$ cat src/rtl/core/encoder_speed_position_tracker_core_defines.svh
// Assertion macros for the encoder tracker core.
`ifndef ENCODER_SPEED_POSITION_TRACKER_CORE_DEFINES_SVH
`define ENCODER_SPEED_POSITION_TRACKER_CORE_DEFINES_SVH

`ifndef SYNTHESIS
`define ESPT_ASSERT(lbl, prop) \
  lbl: assert property (@(posedge clk) disable iff (!rst_n) prop) else $error("espt check failed");
`define ESPT_ASSERT_ALWAYS(lbl, prop) \
  lbl: assert property (@(posedge clk) prop) else $error("espt check failed");
`else
`define ESPT_ASSERT(lbl, prop)
`define ESPT_ASSERT_ALWAYS(lbl, prop)
`endif

`endif

$ cat src/rtl/core/espt_pkg.sv
package espt_pkg;

  localparam int CNT_W     = 16;
  localparam int MOD_W     = 17;
  localparam int RES_W     = 16;
  localparam int SCALE_W   = 32;
  localparam int DELTA_W   = 17;
  localparam int SPEED_W   = 48;
  localparam int POS_W     = 32;
  localparam int ROUND_W   = 32;
  localparam int CFG_W     = 32;
  localparam int CFG_IDX_W = 2;

  // averaging window is a power of two
  localparam int AVG_SHIFT = 3;
  localparam int AVG_DEPTH = 1 << AVG_SHIFT;

  localparam int SUM_W  = DELTA_W + AVG_SHIFT;
  localparam int PROD_W = SUM_W + SCALE_W;
  localparam int QUO_W  = PROD_W + 1 - AVG_SHIFT;
  localparam int SAT_W  = (QUO_W > SPEED_W) ? QUO_W : SPEED_W;

  localparam logic [SPEED_W-1:0] SPEED_MAX = {1'b0, {(SPEED_W-1){1'b1}}};

  localparam logic [MOD_W-1:0]   MODULUS_RST = 17'd65536;
  localparam logic [RES_W-1:0]   RESOLUTION_RST = 16'd1024;
  localparam logic [SCALE_W-1:0] SCALE_RST = 32'd402124;

  localparam logic [CFG_IDX_W-1:0] REG_MODULUS    = 2'd0;
  localparam logic [CFG_IDX_W-1:0] REG_RESOLUTION = 2'd1;
  localparam logic [CFG_IDX_W-1:0] REG_SCALE      = 2'd2;

  typedef struct packed {
    logic signed [DELTA_W-1:0] delta;
    logic signed [SUM_W-1:0]   sum;
    logic signed [POS_W-1:0]   angle;
    logic signed [ROUND_W-1:0] rounds;
  } espt_track_t;

endpackage

$ cat src/rtl/core/espt_track.sv
`include "encoder_speed_position_tracker_core_defines.svh"

module espt_track
  import espt_pkg::*;
(
  input  logic              clk,
  input  logic              rst_n,
  input  logic              load,
  input  logic [CNT_W-1:0]  counter_value,
  input  logic [MOD_W-1:0]  modulus,
  input  logic [RES_W-1:0]  resolution,
  output espt_track_t       track
);

  logic [CNT_W-1:0]          prev_r;
  logic signed [DELTA_W-1:0] hist_r [AVG_DEPTH];
  logic signed [DELTA_W-1:0] delta_r, delta_nxt;
  logic signed [SUM_W-1:0]   sum_r, sum_nxt;
  logic signed [POS_W-1:0]   angle_r, angle_nxt;
  logic signed [ROUND_W-1:0] round_r, round_nxt;

  logic signed [MOD_W+1:0]   raw, mod_s, half_s, wrapped;
  logic signed [POS_W-1:0]   acc_sum;
  logic signed [SUM_W-1:0]   hist_total;

  always_comb begin
    raw    = $signed({3'b000, counter_value}) - $signed({3'b000, prev_r});
    mod_s  = $signed({2'b00, modulus});
    half_s = $signed({3'b000, modulus[MOD_W-1:1]});
    priority if (raw > half_s) begin
      wrapped = raw - mod_s;
    end else if (raw < -half_s) begin
      wrapped = raw + mod_s;
    end else begin
      wrapped = raw;
    end
    delta_nxt = wrapped[DELTA_W-1:0];

    sum_nxt = sum_r + SUM_W'(delta_nxt) - SUM_W'(hist_r[AVG_DEPTH-1]);

    acc_sum = angle_r + POS_W'(delta_nxt);
    priority if ($signed({acc_sum[POS_W-1], acc_sum}) >
                 $signed({{(POS_W+1-RES_W){1'b0}}, resolution})) begin
      angle_nxt = acc_sum - $signed({{(POS_W-RES_W){1'b0}}, resolution});
      round_nxt = round_r + ROUND_W'(1);
    end else if (acc_sum[POS_W-1]) begin
      angle_nxt = acc_sum + $signed({{(POS_W-RES_W){1'b0}}, resolution});
      round_nxt = round_r - ROUND_W'(1);
    end else begin
      angle_nxt = acc_sum;
      round_nxt = round_r;
    end
  end

  always_ff @(posedge clk) begin
    if (!rst_n) begin
      prev_r  <= '0;
      delta_r <= '0;
      sum_r   <= '0;
      angle_r <= '0;
      round_r <= '0;
      for (int i = 0; i < AVG_DEPTH; i++) begin
        hist_r[i] <= '0;
      end
    end else if (load) begin
      prev_r    <= counter_value;
      delta_r   <= delta_nxt;
      sum_r     <= sum_nxt;
      angle_r   <= angle_nxt;
      round_r   <= round_nxt;
      hist_r[0] <= delta_nxt;
      for (int i = 1; i < AVG_DEPTH; i++) begin
        hist_r[i] <= hist_r[i-1];
      end
    end
  end

  assign track = '{delta: delta_r, sum: sum_r, angle: angle_r, rounds: round_r};

  always_comb begin
    hist_total = '0;
    for (int i = 0; i < AVG_DEPTH; i++) begin
      hist_total = hist_total + SUM_W'(hist_r[i]);
    end
  end

  `ESPT_ASSERT(a_sum_matches_history, (sum_r == hist_total))
  `ESPT_ASSERT(a_one_turn_per_word, load |=> (round_r == $past(round_r) || round_r == $past(round_r) + ROUND_W'(1) || round_r == $past(round_r) - ROUND_W'(1)))
  `ESPT_ASSERT(a_state_holds_idle, !load |=> ($stable(prev_r) && $stable(angle_r) && $stable(sum_r)))

endmodule

$ cat config.mk
export PLATFORM = sky130hd
export DESIGN_NAME = espt_track
export DESIGN_NICKNAME = d
export VERILOG_FILES = /design/src/rtl/core/espt_pkg.sv /design/src/rtl/core/espt_track.sv
export VERILOG_INCLUDE_DIRS = /design/src /design/src/rtl/core
export SDC_FILE = /design/constraint.sdc
export NUM_CORES = 1
export LEC_CHECK = 0
export ABC_CLOCK_PERIOD_IN_PS = 38200
export BUFFER_PORTS_ARGS = -buffer_cell sky130_fd_sc_hd__buf_2
export CAP_MARGIN = 30
export CORE_ASPECT_RATIO = 0.75
export CORE_MARGIN = 2
export CORE_UTILIZATION = 65
export CTS_CLUSTER_DIAMETER = 120
export DETAILED_ROUTE_END_ITERATION = 10
export PLACE_DENSITY = 0.85
export SLEW_MARGIN = 20
export SYNTH_ARGS = -nofsm -noshare
export SYNTH_HDL_FRONTEND = slang
export SYNTH_SLANG_ARGS = --single-unit
$ cat constraint.sdc
create_clock -name clk -period 38.2 [get_ports clk]
set_input_delay 3.82 -clock clk [delete_from_list [all_inputs] [get_ports clk]]
set_output_delay 3.82 -clock clk [all_outputs]
set_load 0.02 [all_outputs]
Word-level counts from Yosys, hierarchy flattened
Memory sizes are Yosys's and may differ from the RTL's.
Cells that the tools add are included.
W data, S select, Z words.
{ "op_classes": {"magnitude_cmp": 3, "reduce_logical": 2, "bitwise": 8, "addsub": 11, "n_mux": 18} }
{ "ops": {"columns": ["cell", "count"], "rows": [
  ["$mux W17", 10],
  ["$mux W32", 4],
  ["$add A32 B17 Y32", 2],
  ["$add A32 B2 Y32 const B", 1],
  ["$gt A32 B17 Y1", 1],
  ["$sub A32 B17 Y32", 1],
  ["$sub A32 B2 Y32 const B", 1],
  ["$add A20 B17 Y20", 1],
  ["$sub A20 B17 Y20", 1],
  ["$lt A17 B19 Y1", 1],
  ["$neg A16 Y19", 1],
  ["$add A17 B17 Y17", 1],
  ["$gt A17 B17 Y1", 1],
  ["$sub A16 B16 Y17", 1],
  ["$sub A17 B17 Y17", 1],
  ["$or A1 B1 Y1", 8],
  ["$mux W1", 4],
  ["$reduce_and A2 Y1", 1],
  ["$reduce_bool A2 Y1", 1]
]} }
{ "word_totals": {"regBits": 117, "mem_bits_rw": 136, "output_inout_bits": 101, "mem_count": 1} }
{ "memory_table": {"columns": ["memory", "words", "width", "read_ports", "rd_clocked_by_memory_dff", "wr", "line_no", "source"], "rows": [
  ["hist_r", 8, 17, 8, 0, 8, "espt_track.sv:16", "logic signed [DELTA_W-1:0] hist_r [AVG_DEPTH];"]
]} }

Longest topological paths before layout
Gate-level depths: netlist (run 1).
{ "depth": {"ltp_word": 8, "mapped_depth": 65, "depth_no_buf": 60} }

Worst setup path before layout (run 1)
OpenSTA, ideal clock, no wires.
{ "synth_timing": {"path_type": "input -> register", "from": "input port counter_value[1]", "to": "register round_r[30]", "arrival_ps": 15143, "cell_stages": 61, "setup_slack_ps": 22997, "required_time_ps": 38141, "setup_ps": 59, "n_path_buf": 5, "cell_sequence": "ha_1 > nor2b_1 > o21ai_0 > a21boi_0 > o21ai_0 > a21boi_0 > o21ai_0 > nand2b_1 > a21o_1 > a21oi_1 > xor2_1 > inv_1 > ha_1 > nand2_1 > nor4_1 > o21ai_0 > a31oi_1 > nor4_1 > [25 not listed] > or4b_1 > buf_2 > buf_6 > nand2_1 > ha_1 > a21o_1 > a21oi_1 > a21oi_1 > o31ai_1 > o21ai_0 > nand3_1 > a41oi_1 > or4_1 > a31o_2 > a21oi_1 > xnor2_1 > nand3_1 > nand2_1"} }
{ "synth_via": {"elab_chain_len": 8, "word_cells_on_any_way": 12, "cone_classes": "4 x add/sub; 3 x order compare; 3 x mux; 2 x reduce/logical"} }
{ "synth_lines": {"columns": ["element", "line_no", "source"], "rows": [
  ["from (decl)", "espt_track.sv:9", "input logic [CNT_W-1:0] counter_value,"],
  ["$sub A16 B16 Y17 *", "espt_track.sv:27", "raw = $signed({3'b000, counter_value}) - $signed({3'b000, prev_r});"],
  ["$add A17 B17 Y17 or $lt A17 B19 Y1 (tied branches)", "espt_track.sv:33, espt_track.sv:32", null],
  ["$mux W17", "espt_track.sv:32", "end else if (raw < -half_s) begin"],
  ["$mux W17 *", "espt_track.sv:30", "priority if (raw > half_s) begin"],
  ["net wrapped[2]", "espt_track.sv:22", "logic signed [MOD_W+1:0] raw, mod_s, half_s, wrapped;"],
  ["$add A32 B17 Y32 *", "espt_track.sv:41", "acc_sum = angle_r + POS_W'(delta_nxt);"],
  ["$gt A32 B17 Y1", "espt_track.sv:42", "priority if ($signed({acc_sum[POS_W-1], acc_sum}) >"],
  ["$reduce_bool A2 Y1 (no source line)", null, null],
  ["$reduce_and A2 Y1 (no source line)", null, null],
  ["to (signal assigned)", "espt_track.sv:70", "round_r <= round_nxt;"],
  ["to (decl)", "espt_track.sv:20", "logic signed [ROUND_W-1:0] round_r, round_nxt;"]
]} }
The timed path passes the listed nets; every way through them passes the cells marked *.
A chain may end at the register's enable or synchronous reset.

Worst setup path in the final report (run 1)
{ "layout_timing": {"from": "input port counter_value[1]", "to": "register round_r[31]"} }
Same word-level chain as after synthesis.

==> summary.txt, run 1 <==
STA
  • Max Fclk: between 0.05 and 0.06 GHz
  • Unrepaired setup endpoints after global routing: false
  • Max Slew Vio Count: 0
  • Worst clock skew: ~0.018 ns
  • Worst slew pin tran: around 1.1 ns
  • Fin Setup TNS: 0 ns
  • Max_slew headroom: slightly below 30%
  • Minimum clock period: approximately 17 ns
  • Setup violators final: 0
  • Final Hold Vio Count: 0
  • Period utilization: between 40% and 50%

Synthesis
  • Number of synthesized flops with an enable pin: between 100 and 150
  • Syn_area_per_cell: between 8 and 9 sq um
  • Post-synthesis sequential element count: between 200 and 300
  • Synth Instances: 2169
  • Synth unique cells: 88
  • Post-synthesis cell area: 0.0194 sq mm
  • Sequential fraction of the synthesis area: about a third
  • Top FF cell, synth: edfxtp_1
  • FFs w/ async S/R, synth: 0%
  • Yosys synthesis warning count: 0
  • Post-Syn Nets: 2446

Floorplanning
  • Die Ht: approximately 150 um
  • Core box area: 0.0293 sq mm
  • Starting Density: 66.4%
  • Die width: about 200 um
  • Site row count: between 50 and 60
  • I/O Pins: between 150 and 200
  • DIE AREA: 0.0313 sq mm

Placed design
  • GP Congestion: roughly 1
  • IO Port Bufs: ~150
  • Post-DP HPWL: roughly 38 mm
  • Post-placement cell area: 0.0204 sq mm
  • Placed Cells: 2639

GRT
  • First-pass GRT wire length: ~83 mm
  • Gr usage total: 32.7%
  • Grt ovf: 0
  • Vias in the first global route: 16100
  • Largest net degree at the start of global routing: 88
  • Initial antenna violation count: 0

Final layout
  • Multi-input logic area: ~0.012 sq mm
  • Fillcell total: about 2200
  • Fin nets: between 2000 and 3000
  • Layout cells sized above 1: between 10% and 20%
  • Register area: 0.00643 sq mm
  • Ant. Diodes: 0
  • Commonest non-fill, non-tap cell in the layout: ha_1
  • Post-layout util: between 70% and 80%
  • Non-filler cells, final: 2690
  • Area Growth Syn to Fin: 10.0%
  • Commonest non-fill, non-tap cells in the layout: ha_1 (199), nand2_1 (169), buf_2 (153), nor2_1 (152), a21oi_1 (143)
  • Finished layout cell area: around 0.021 sq mm

Worst setup path
  • Worst Path Required: ~39 ns
  • Critical path class: in2reg
  • Reg2Reg Setup Slack: roughly 24 ns
  • Slowest CP cell: a21oi_1
  • Worst setup SP type: input port
  • Crit path top cell by count: a21oi_1
  • Worst Setup End Kind: flop
  • WP data arrival: about 17 ns
  • Crit Path Max Fanout: 35
  • CP max stage delay: approximately 0.65 ns

Clock network
  • Post-CTS setup buffers: 0
  • H-tree levels: 1
  • Resized Gates After CTS: 0
  • Clock Path Buffers: 3
  • Sink Count: 253
  • Skew-Pair Late Insertion Delay: 0.59 ns
  • Hold buffers post-CTS: 0
  • CTS Root Cell: clkbuf_16
  • CTS tree: done
  • Clk slew on worst S/H paths: ~0.07 ns
  • TritonCTS Buffers: 27

Worst hold path
  • Hold Crit Class: reg2reg

Drt
  • Iter 0 DRT Violations: 1527
  • Drt first pass iters: 6
  • DRC: 0
  • DR vias: 16900
  • Routed wire per std cell: roughly 19 um
  • Routed WL: approximately 52 mm
  • Via/cell ratio: about 6.3
  • Post-route ant nets: 0

Run
  • Maxcap violations: 0

Status
  • Status: finished clean
[sequential cells by signal, indices dropped and copies added, names as in the netlist]
| signal | cells |
|---|---|
| hist_r | 136 |
| angle_r | 32 |
| round_r | 32 |
| sum_r | 20 |
| delta_r | 17 |
| prev_r | 16 |
[layer usage]
metal  wire (um)  part of all wire [%]  global-route usage, %
met5           0                     0                      0
met4        1960                   3.8                   12.3
met3        4480                   8.6                   5.85
met2       22300                    43                   50.6
met1       23100                    45                   46.0
[synthesized netlist by cell type, types with 6 or more instances]
library cell,number,area [sq um]
a41oi_1,6,52.6
nor2_1,152,571
buf_6,6,67.6
nand4_1,23,144
fa_1,26,521
o41ai_1,10,87.6
nand2_1,169,634
inv_1,134,503
and2_1,49,307
a21boi_1,20,150
a21o_1,59,443
o21bai_1,21,158
mux2i_1,37,370
a22oi_1,7,52.6
a31oi_1,12,75.1
a22o_1,6,52.6
nand3b_1,11,82.6
a21boi_0,13,97.6
or2_2,8,50.1
edfxtp_1,136,4080
nor4_1,11,68.8
o22ai_1,9,56.3
nand2b_1,28,175
o211ai_1,15,113
nor3b_1,9,67.6
o31ai_1,9,67.6
o21ai_0,94,470
xnor2_1,91,797
ha_1,199,2490
dfxtp_1,117,2340
buf_2,6,30.0
nor2b_1,61,382
a211oi_1,15,113
o21a_1,23,173
nand3_1,30,150
clkbuf_1,76,285
nor3_1,47,235
a21oi_1,143,716
o21ai_1,18,90.1
or4_1,7,52.6
and3_1,103,644
xor2_1,36,315
or3_1,18,113
[per-stage QoR]
stage	hold WS [ns]	setup slack (ns)
3_3_place_gp	0.430	21.73
2_1_floorplan	0.483	23.00
3_5_place_dp	0.435	21.23
4_1_cts	0.454	21.74
5_1_grt	0.467	20.28
6_report	0.450	21.44
[path summary, 6_finish.rpt]
check	end	from	depth (start not counted)
max	round_r[31]	counter_value[1]	58
min	delta_r[1]	delta_r[1]	1
max reg2reg	round_r[31]	prev_r[1]	58
min reg2reg	delta_r[1]	delta_r[1]	1
[critical path: cells and delay by family]
| family | cells | cell delay [ns] |
|---|---|---|
| compound gates | 31 | 6.88 |
| simple gates | 16 | 3.17 |
| fa+ha+maj | 5 | 1.60 |
| xor+xnor | 2 | 0.85 |
| buf+inv | 3 | 0.76 |
| mux | 1 | 0.18 |
[final cells by class]
class / instances / area share, %
Clock inverter: 22 / 1.08
Clock buffer: 28 / 3.18
Multi-Input combinational cell: 1691 / 56.6
Timing Repair Buffer: 170 / 4.37
Tap cell: 392 / 2.30
Inverter: 134 / 2.37
Sequential cell: 253 / 30.1
[logic make-up after synthesis]
group / synth area share (%)
AO/OA/AOI/OAI: 18.7
XOR/XNOR: 5.84
adder cells (fa/ha/maj): 15.5
buffers and inverters: 4.66
flip-flops: 33.1
multiplexers: 1.97
AND/OR/NAND/NOR: 20.3
Power of run 1 is not shown: default switching activity piles up to over one toggle a cycle in this logic, so the estimate is an artifact.
==> run 2: changes to the inputs <==
--- a/config.mk
+++ b/config.mk
@@ -6,15 +6,16 @@
 export SDC_FILE = /design/constraint.sdc
 export NUM_CORES = 1
 export LEC_CHECK = 0
-export ABC_CLOCK_PERIOD_IN_PS = 38200
+export ABC_AREA = 1
+export ABC_CLOCK_PERIOD_IN_PS = 16600
 export BUFFER_PORTS_ARGS = -buffer_cell sky130_fd_sc_hd__buf_2
 export CAP_MARGIN = 30
 export CORE_ASPECT_RATIO = 0.75
 export CORE_MARGIN = 2
-export CORE_UTILIZATION = 65
+export CORE_UTILIZATION = 62
 export CTS_CLUSTER_DIAMETER = 120
 export DETAILED_ROUTE_END_ITERATION = 10
-export PLACE_DENSITY = 0.85
+export PLACE_DENSITY = 0.82
 export SLEW_MARGIN = 20
 export SYNTH_ARGS = -nofsm -noshare
 export SYNTH_HDL_FRONTEND = slang
==> constraint.sdc (replaced) <==
create_clock -name clk -period 16.6 [get_ports clk]
set_input_delay 1.66 -clock clk [delete_from_list [all_inputs] [get_ports clk]]
set_output_delay 1.66 -clock clk [all_outputs]
set_load 0.02 [all_outputs]
==> run 2 against run 1 <==
  * Worst hold slack improved by 0.0034 ns
  * Cell area increased by 3.6%
  * Worst setup slack lost 18 ns
  * Synthesized cell count increased by 27%
  * Non-clock buffer count is 8 lower
  * Register-to-register slack worse by 20 ns
  * Global-route usage rose by 1.5 points
  * Count of clock-buffer cells in the layout rose by 5
  * Critical path depth shrank 3
  * Synthesized area increased by 3.6%
  * Sequential share of layout area decreased by 1.1 points
  * Highest routed layer unchanged
==> summary.txt, run 2 <==
GRT
  • First-pass GRT wire length: 91.9 mm
  • Initial antenna violation count: 1
  • Largest net degree at the start of global routing: between 80 and 90
  • Vias in the first global route: ~17000
  • Grt ovf: 0
  • Gr usage total: between 30% and 40%

Drt
  • DRC: 0
  • Routed wire per std cell: approximately 18 um
  • Via/cell ratio: roughly 5.7
  • Drt first pass iters: 8
  • Iter 0 DRT Violations: approximately 1900
  • Routed WL: 58.9 mm
  • DR vias: about 19000
  • Post-route ant nets: 0

Synthesis
  • Most frequent cell after synthesis: nand2_1
  • Top cells by area, synth: edfxtp_1 (20%), ha_1 (12%), dfxtp_1 (12%)
  • FFs w/ async S/R, synth: 0%
  • Sequential fraction of the synthesis area: roughly a third
  • Share of the synthesized area in the top cell type: roughly a fifth
  • Yosys synthesis warning count: 0
  • Top FF cell, synth: edfxtp_1
  • Synth unique cells: just under 60
  • Synth Instances: 2751
  • Commonest cells in the netlist: nand2_1 (571), inv_1 (423), nor2_1 (299)
  • Syn_area_per_cell: about 7.3 sq um
  • Post-synthesis sequential element count: 253
  • Number of synthesized flops with an enable pin: ~140
  • Post-Syn Nets: 3028
  • Yosys top cell by area: edfxtp_1
  • Post-synthesis cell area: 0.0201 sq mm

Clock network
  • Post-CTS setup buffers: 0
  • Hold buffers post-CTS: 0
  • Resized Gates After CTS: 0
  • Skew-Pair Late Insertion Delay: between 0.5 and 0.6 ns
  • Sink Count: approximately 250
  • H-tree levels: 1
  • CTS Root Cell: clkbuf_16
  • TritonCTS Buffers: 27
  • Clock Path Buffers: 3
  • CTS tree: done
  • Clk slew on worst S/H paths: around 0.070 ns

Placed design
  • GP Congestion: around 1
  • IO Port Bufs: 152
  • Post-placement cell area: approximately 0.021 sq mm
  • Post-DP HPWL: between 40 and 50 mm

Floorplanning
  • Site row count: 57
  • Starting Density: roughly 63%
  • Die width: around 210 um
  • DIE AREA: approximately 0.034 sq mm
  • Core box area: 0.0322 sq mm
  • I/O Pins: 153
  • Die Ht: around 160 um

Worst setup path
  • Worst setup SP type: input port
  • Crit path top cell by count: a21oi_1
  • Crit Path Max Fanout: 55
  • CP max stage delay: between 0.5 and 0.6 ns
  • Worst Setup End Kind: flop
  • Buffers & Inverters on Critical Path: 6
  • Cell family with most CP delay: compound AO/OA/AOI/OAI gates
  • Critical path class: in2reg
  • Slowest CP cell: buf_4
  • WP data arrival: approximately 13 ns
  • Worst Path Required: 17.04 ns

Final layout
  • Largest Register: hist_r
  • Commonest non-fill, non-tap cells in the layout: nand2_1 (570), inv_1 (422), nor2_1 (298), a21oi_1 (230), ha_1 (199)
  • Post-layout util: between 60% and 70%
  • Max FFs per register: 136
  • Largest regs: hist_r: 136 flops, angle_r: 32 flops, round_r: 32 flops
  • Layout cells sized above 1: 8.64%
  • Commonest non-fill, non-tap cell in the layout: nand2_1
  • Area Growth Syn to Fin: 10.0%
  • Fin nets: between 3000 and 4000
  • Finished layout cell area: between 0.02 and 0.025 sq mm

STA
  • Unrepaired setup endpoints after global routing: false
  • Minimum clock period: roughly 13 ns
  • Period utilization: between 70% and 80%
  • Max Fclk: approximately 0.077 GHz
  • Max Slew Vio Count: 0
  • Setup violators final: 0
  • Max_slew headroom: 37.4%
  • Final hold slack: approximately 0.45 ns
  • Worst clock skew: 0.0130 ns
  • Fin Setup TNS: 0 ns
  • Worst slew pin tran: 0.929 ns
  • Final Hold Vio Count: 0

Status
  • Status: finished clean

Worst hold path
  • Hold Crit Class: reg2reg

Run
  • Maxcap violations: 0
-- run 2: logic make-up after synthesis --
kind of cell / share of synthesized area, %
xor+xnor: 6.87
buf+inv: 9.60
compound gates: 15.3
simple gates: 21.3
fa+ha+maj: 15.0
flops: 31.9
-- run 2: through the flow --
step,worst slack [ns],cells
6_report,3.60,3335
5_1_grt,2.66,3335
4_1_cts,3.92,3334
3_5_place_dp,3.36,3285
3_3_place_gp,3.61,3283
2_1_floorplan,6.07,2751
-- run 2: worst min-delay path: cells and delay by family, from the launching register on --
| family | cells | cell delay (ns) |
|---|---|---|
| AND/OR/NAND/NOR | 1 | 0.05 |
| flip-flops | 1 | 0.32 |
| AO/OA/AOI/OAI | 1 | 0.05 |
-- run 2: routing by layer --
layer  track usage (%)  vias to the layer above  part of all wire [%]
met3              6.90                       75                   9.2
met4              7.65                        0                   2.1
met5                 0                        -                     0
li1                  -                     9215                     -
met2              51.0                      792                    43
met1              51.2                     8795                    46
-- run 2: cell type report --
type	instances	area [sq um]
Clock buffer	33	698
Multi-Input combinational cell	1992	11800
Sequential cell	253	6430
Clock inverter	16	189
Timing Repair Buffer	162	846
Antenna cell	1	2.50
Fill cell	2674	10000
Tap cell	442	553
Inverter	436	1640
-- run 2: worst paths after layout --
check             slack, ns  depth (start not counted)     endpoint              from
setup / recovery       3.60                         55  round_r[26]  counter_value[2]
hold / removal         0.45                          2   delta_r[5]        delta_r[5]
setup reg to reg       4.41                         55  round_r[26]         prev_r[2]
hold reg to reg        0.45                          2   delta_r[5]        delta_r[5]
Power of run 2 is left out for the same reason.
